<file path="src/rtl/sdbd_ram.sv">
// generic simple dual-port ram with registered read
`default_nettype none

module sdbd_ram #(
    parameter int WIDTH = 8,
    parameter int DEPTH = 16,
    localparam int AW = (DEPTH > 1) ? $clog2(DEPTH) : 1
) (
    input  wire logic             i_clk,
    input  wire logic             i_wr_en,
    input  wire logic [AW-1:0]    i_wr_addr,
    input  wire logic [WIDTH-1:0] i_wr_data,
    input  wire logic [AW-1:0]    i_rd_addr,
    output logic      [WIDTH-1:0] o_rd_data
);

    logic [WIDTH-1:0] r_mem [DEPTH];

    always_ff @(posedge i_clk) begin
        if (i_wr_en) begin
            r_mem[i_wr_addr] <= i_wr_data;
        end
        o_rd_data <= r_mem[i_rd_addr];
    end

endmodule

`default_nettype wire

</file>
<file path="config.mk">
export PLATFORM = sky130hd
export DESIGN_NAME = sdbd_ram
export DESIGN_NICKNAME = d
export VERILOG_FILES = /design/src/rtl/sdbd_ram.sv
export SDC_FILE = /design/constraint.sdc
export NUM_CORES = 1
export LEC_CHECK = 0
export ABC_AREA = 1
export BUFFER_PORTS_ARGS = -buffer_cell sky130_fd_sc_hd__buf_2
export CAP_MARGIN = 20
export CORE_MARGIN = 2
export CORE_UTILIZATION = 30
export DETAILED_ROUTE_END_ITERATION = 12
export GPL_TIMING_DRIVEN = 0
export HOLD_SLACK_MARGIN = 0.06
export SETUP_SLACK_MARGIN = 0.3
export SLEW_MARGIN = 10
export SYNTH_ARGS = -nofsm -noshare
export SYNTH_HDL_FRONTEND = slang
export SYNTH_SLANG_ARGS = --single-unit
export TNS_END_PERCENT = 50
</file>
<file path="constraint.sdc">
create_clock -name i_clk -period 2.9 [get_ports i_clk]
set_clock_uncertainty 0.15 [all_clocks]
set_input_delay 0.145 -clock i_clk [delete_from_list [all_inputs] [get_ports i_clk]]
set_output_delay 0.145 -clock i_clk [all_outputs]
set_load 0.01 [all_outputs]
</file>
[Word-level counts from Yosys, hierarchy flattened]
Memories as Yosys holds them, arrays and structs flattened. A register that Yosys moved wholly into a read port is not among the register bits.
Cells that the tools add are included.
Word-level totals
  input port bits: 18
  word-level logic and storage cells: 3
  bits in registers: 0
  bits in writable memories: 128
  output and inout port bits: 8
  memories: 1
Memories
  r_mem: words 16, bits a word 8, rd ports 1, clocked after Yosys merged registers in 1, write ports 1, line 17  | logic [WIDTH-1:0] r_mem [DEPTH];
Operators by class
  mux-type cells: 2
Operators with widths (number)
  $mux W1: 2

[Longest topological paths before layout]
Gate-level depths: netlist (run 1).
  depth after elaboration: 2
  gate-level depth with buffers: 8
  gate-level depth less buffers: 7

[Least setup slack after synthesis (run 1)]
OpenSTA, ideal clock, no wires.
  path kind: input to register
  from: in i_wr_addr[2]
  to: mem r_mem[10][0], enable pin
  data arrival time: 0.726 ns
  required time: 2.380 ns
  setup time: 0.370 ns
  path buffers: 0
  path slack: 1.654 ns
  stages on the path: 2
  cells stage by stage: nand3b_1 nor2_1
RTL lines
  from (decl): line 11  | input wire logic [AW-1:0] i_wr_addr,
  to (decl): line 17
No word-level cell before the write port.

==> run_results.csv, run 1 <==
group,metric,value,unit
status,run_status,"finished clean",
finish,layout.nets,621,
power,p_seq_share,47.3,%
logic_synthesis,synth_top_area_share,66.7,%
power,leakagePower,2.94,nW
clock_tree,post_cts_resized,0,
worst_setup_path,cp.arrival,1.74,ns
worst_hold_path,min_path_type,"primary input to register",
worst_setup_path,setup.worst_path.start_class,"register",
logic_synthesis,seq_area_frac_synth,69.4,%
power,switching_power,1.03,mW
floorplanning,core_area,18800,um2
finish,multi_input_area,1210,um2
timing,rsz0062_at_grt,"no",
worst_setup_path,cp.required,3.06,ns
worst_hold_path,min_path_cells,5,
clock_tree,cts_buffer_depth,2,
flow_run,maxCapViolCount,0,
finish,diodes,0,
drt,totalWireLength,14300,um
drt,ant_nets,0,
drt,dr.first_iter.drc_count,344,
logic_synthesis,ys_top_cells_by_count,"nand2_1 (173), edfxtp_1 (128), inv_1 (100)",
power,p_comb_share,6.5,%
logic_synthesis,synth_edf_count,128,
clock_tree,clk_latency,0.43,ns
logic_synthesis,ys_ff_latch,136,
grt,grt_overflow,0,
floorplanning,ios,26,
place,port_buffers,22,
floorplanning,die_h,143,um
grt,grt_pass1_vias,3658,
clock_tree,numCtsBuffers,17,
clock_tree,cts-root-buf,"clkbuf_16",
floorplanning,start_util,30.7,%
finish,nFillCells,1833,
drt,route.detailed.drc,0,
logic_synthesis,synth_nets,569,
worst_setup_path,cp_max_fo,1,
drt,avgRoutedWirePerCell,16.9,um
power,swShare,22.1,%
clock_tree,cts.sinks,136,
timing,hold_viol,0,
finish,final_area,6870,um2
floorplanning,fp-row-count,50,
drt,vias,3851,
logic_synthesis,synth_ff_type,"edfxtp_1",
timing,final_max_slew_viol_count,0,
power,p_int,3.64,mW
clock_tree,ctsHtreeMaxLevel,4,
finish,drive_gt1_share,12.3,%
logic_synthesis,syn_area,5770,um2
floorplanning,dieArea,20300,um2
logic_synthesis,yosys.cell_types.count,12,
power,p_per_area,680,nW/um2
grt,grt_max_degree,17,
finish,regArea,4000,um2
timing,setup_tns,0,ns
grt,grt_usage,15.0,%
power,clock_power_share,46.2,%
clock_tree,clkTransAtPathRegs,0.06,ns
logic_synthesis,synth_top_cell_by_area,"edfxtp_1",
logic_synthesis,yosysWarnings,0,
drt,drt_first_pass_iters,6,
logic_synthesis,synthTopCellsByArea,"edfxtp_1 (67%), nand2_1 (11%), nand3_1 (8.4%)",
timing,final.period_utilization,54.7,%
timing,fmax,0.631,GHz
place,gp_congestion,0.821,
timing,slew_headroom,34.6,%
timing,hold_ws,0.106,ns
timing,finalCriticalPeriod,1.59,ns
timing,worst_slew_pin_slew,0.977,ns
timing,setup_viol,0,
grt,antenna_found_initial,0,
logic_synthesis,yosysMostFrequentCell,"nand2_1",
drt,drt-vias-per-instance,4.53,
logic_synthesis,avgSynthCellArea,10.5,um2
place,placed_area,6170,um2
worst_setup_path,rrSetupSlack,1.31,ns
worst_setup_path,cp-end-kind,"register",
floorplanning,die_w,143,um
worst_setup_path,reg2reg_depth,7,
grt,grt_pass1_wl,21700,um
logic_synthesis,synthCells,551,
logic_synthesis,synthArstFlopShare,0,%
finish,synthToLayoutAreaGrowth,19.1,%
place,hpwl,9040,um
worst_setup_path,crit_type,"register to register",
power,ir_worst_vdd,369,uV
clock_tree,cts_tree,"built",
cells by family after synthesis:
kind of cell	count (synthesis)	share of synthesized area, %
simple gates	289	21.0
buf+inv	126	9.52
flops	136	69.4
power by group through the flow:
stage	logic, mW	clock network [mW]	registers [mW]
floorplan	0.155	0	2.26
global placement	0.288	0	2.25
detailed placement	0.292	0	2.25
CTS	0.305	2.16	2.21
global route	0.338	2.23	2.21
finish	0.304	2.15	2.21
worst paths after layout:
kind / to / from
setup reg to reg: o_rd_data[1]$_DFF_P_ / r_mem[6][1]$_DFFE_PP_
hold / removal: o_rd_data[0]$_DFF_P_ / i_rd_addr[1]
setup / recovery: o_rd_data[1]$_DFF_P_ / r_mem[6][1]$_DFFE_PP_
hold reg to reg: o_rd_data[5]$_DFF_P_ / r_mem[12][5]$_DFFE_PP_
timing repair:
action	in CTS	in global routing
buffers inserted	0	0
endpoints found under the hold margin	134	0
hold buffers	11	0
layer usage:
layer  global-route usage (%)  wire (um)  part of all wire (%)
met1                     20.7       6700                    47
met2                     22.8       6410                    45
met5                        0          0                     0
met3                     3.45        961                   6.7
met4                     5.89        271                   1.9
worst max-delay path, stage by stage, from the launching register on:
cell	delay (ns)
edfxtp_1	0.36
inv_1	0.06
nand2_1	0.05
nand3_1	0.07
nand3_1	0.07
dlygate4sd3_1	0.56
nand3_1	0.08
nand2_1	0.08
state kept, by name (all words and copies together) (netlist names):
name	count
r_mem	128
o_rd_data	8
per-stage QoR:
stage	total power, mW	util [%]	std cells	worst slack (ns)
2_1_floorplan	2.41	-	551	1.65
5_1_grt	4.78	36.6	850	1.20
3_3_place_gp	2.54	32.9	807	1.11
6_report	4.67	36.6	850	1.31
3_5_place_dp	2.54	32.9	807	1.10
4_1_cts	4.68	36.6	850	1.33
placed cells by master (no fill, tap or decap), drive strengths merged:
cell and count:
nand2 173, edfxtp 128, inv 103, nand3 97, buf 46, clkbuf 19
nor2 17, dlygate4sd3 11, dfxtp 8, clkinv 6, clkinvlp 3, bufinv 3
nand3b 2
final cells by class:
type,count,share of cell area (%)
sequential,136,58.3
multi-input combinational,289,17.7
clock buffer,19,6.30
inverter,102,5.58
tap,234,4.26
timing repair buffer,33,3.21
buffer,24,2.42
clock inverter,13,2.24
Note: power is estimated with default switching activity, not from simulation.
==> run 2: changes to the inputs <==
==> constraint.sdc (replaced) <==
create_clock -name i_clk -period 1.6 [get_ports i_clk]
set_clock_uncertainty 0.15 [all_clocks]
set_input_delay 0.08 -clock i_clk [delete_from_list [all_inputs] [get_ports i_clk]]
set_output_delay 0.08 -clock i_clk [all_outputs]
set_load 0.01 [all_outputs]
==> run 2 against run 1 <==
  * Clock power grew 81%
  * Critical endpoint is now r_mem[4][0]$_DFFE_PP_
  * Critical path depth shrank 4
  * Register-to-register slack lost 0.90 ns
  * Sequential power grew 81%
==> run_results.csv, run 2 (synthesis gave the netlist of run 1 again) <==
group,metric,value,unit
status,run_status,"finished clean",
clock_tree,ctsHtreeMaxLevel,4,
worst_setup_path,max_stage_delay,0.74,ns
worst_setup_path,crit_chain,"buf_2, nand3b_1, nor2_1",
finish,layout.nets,623,
floorplanning,die_h,143,um
power,p_per_area,1230,nW/um2
timing,rsz0062_at_grt,"yes",
place,hpwl,9040,um
flow_run,maxCapViolCount,0,
timing,worst_slew_pin_slew,0.959,ns
timing,final.period_utilization,78.9,%
floorplanning,start_util,30.7,%
grt,antenna_found_initial,0,
drt,drt_first_pass_iters,5,
clock_tree,cts.sinks,136,
worst_hold_path,min_path_type,"primary input to register",
floorplanning,ios,26,
clock_tree,numCtsBuffers,17,
finish,drive_gt1_share,12.3,%
finish,largest_reg_flops,128,
clock_tree,postCtsSetupRepairBufs,0,
worst_setup_path,cp.required,1.50,ns
floorplanning,fp-row-count,50,
timing,setup_viol,0,
finish,largest-register,"r_mem",
worst_setup_path,setup.worst_path.start_class,"primary input",
place,dp.cells,807,
power,ir_worst_vdd,667,uV
timing,hold_viol,0,
place,gp_congestion,0.821,
finish,final_common_cell,"nand2_1",
grt,grt_usage,15.1,%
worst_setup_path,cp.arrival,1.16,ns
grt,grt_overflow,0,
clock_tree,clkTransAtPathRegs,0.05,ns
drt,drt-vias-per-instance,4.57,
clock_tree,cts_tree,"built",
drt,avgRoutedWirePerCell,16.9,um
timing,slew_headroom,35.8,%
timing,finalCriticalPeriod,1.26,ns
finish,top_regs,"r_mem x128, o_rd_data x8",
clock_tree,cts_buffer_depth,2,
finish,multi_input_area,1210,um2
worst_setup_path,crit_slowest_cell,"nor2_1",
clock_tree,clk_latency,0.42,ns
floorplanning,dieArea,20300,um2
grt,grt_pass1_vias,3678,
clock_tree,post_cts_resized,0,
clock_tree,cts-root-buf,"clkbuf_16",
worst_setup_path,cp-end-kind,"register",
finish,nFillCells,1837,
finish,synthToLayoutAreaGrowth,19.4,%
power,leakagePower,2.95,nW
drt,totalWireLength,14400,um
drt,ant_nets,0,
worst_setup_path,rrSetupSlack,0.41,ns
grt,grt_max_degree,17,
finish,final_cell_count_no_fill,852,
drt,dr.first_iter.drc_count,284,
finish,diodes,0,
timing,fmax,0.792,GHz
worst_setup_path,crit_type,"primary input to register",
drt,vias,3895,
finish,layout_common_cells,"nand2_1 (173), edfxtp_1 (128), inv_1 (100)",
grt,grt_pass1_wl,21800,um
floorplanning,core_area,18800,um2
finish,regArea,4000,um2
finish,post-route-util,36.7,%
worst_setup_path,cp_max_fo,8,
drt,route.detailed.drc,0,
timing,final_max_slew_viol_count,0,
floorplanning,die_w,143,um
place,port_buffers,22,
run 2: worst max-delay path: cells and delay by family:
kind,cells,cell delay [ns]
AND/OR/NAND/NOR,2,0.96
buffers and inverters,1,0.12
run 2: path summary, 6_finish.rpt:
kind	from	to	depth (start not counted)
max	i_wr_addr[3]	r_mem[4][0]$_DFFE_PP_	3
max reg2reg	r_mem[8][2]$_DFFE_PP_	o_rd_data[2]$_DFF_P_	6
min reg2reg	r_mem[6][2]$_DFFE_PP_	o_rd_data[2]$_DFF_P_	6
min	i_rd_addr[3]	o_rd_data[1]$_DFF_P_	4
run 2: routing by layer:
metal	wire, um	global-route usage, %	vias up
li1	-	-	1881
met1	6540	20.8	1828
met2	6500	22.9	163
met3	1070	3.69	23
met4	266	5.84	0
met5	0	0	-
run 2: area by class of cell:
class / instances / area share (%)
clock buffers: 19 / 6.29
plain buffers: 24 / 2.42
well taps: 234 / 4.25
repair buffers: 35 / 3.49
flip-flops and latches: 136 / 58.1
clock inverters: 13 / 2.23
multi-input cells: 289 / 17.6
inverters: 102 / 5.56
run 2: repair_timing:
| action | 4_1_cts | 5_1_grt |
|---|---|---|
| endpoints found under the hold margin | 135 | 0 |
| setup endpoints to repair | 0 | 32 |
| hold buffers | 13 | 0 |
run 2: stage by stage:
| stage | instance area (um2) | setup TNS (ns) | setup slack [ns] | power [mW] | hold slack (ns) |
|---|---|---|---|---|---|
| 2_1_floorplan | 5770 | 0 | 0.419 | 4.37 | 0.0289 |
| 3_3_place_gp | 6170 | -5.11 | -0.123 | 4.60 | 0.337 |
| 3_5_place_dp | 6170 | -5.31 | -0.134 | 4.61 | 0.334 |
| 4_1_cts | 6890 | 0 | 0.322 | 8.48 | 0.0632 |
| 5_1_grt | 6890 | 0 | 0.250 | 8.67 | 0.0939 |
| 6_report | 6890 | 0 | 0.337 | 8.45 | 0.0873 |
run 2: power by group:
group	leakage, nW	switching [mW]	internal [mW]
clock network	0.281	1.45	2.43
registers	1.22	0.0196	3.98
logic	1.44	0.383	0.174
total	2.95	1.86	6.59
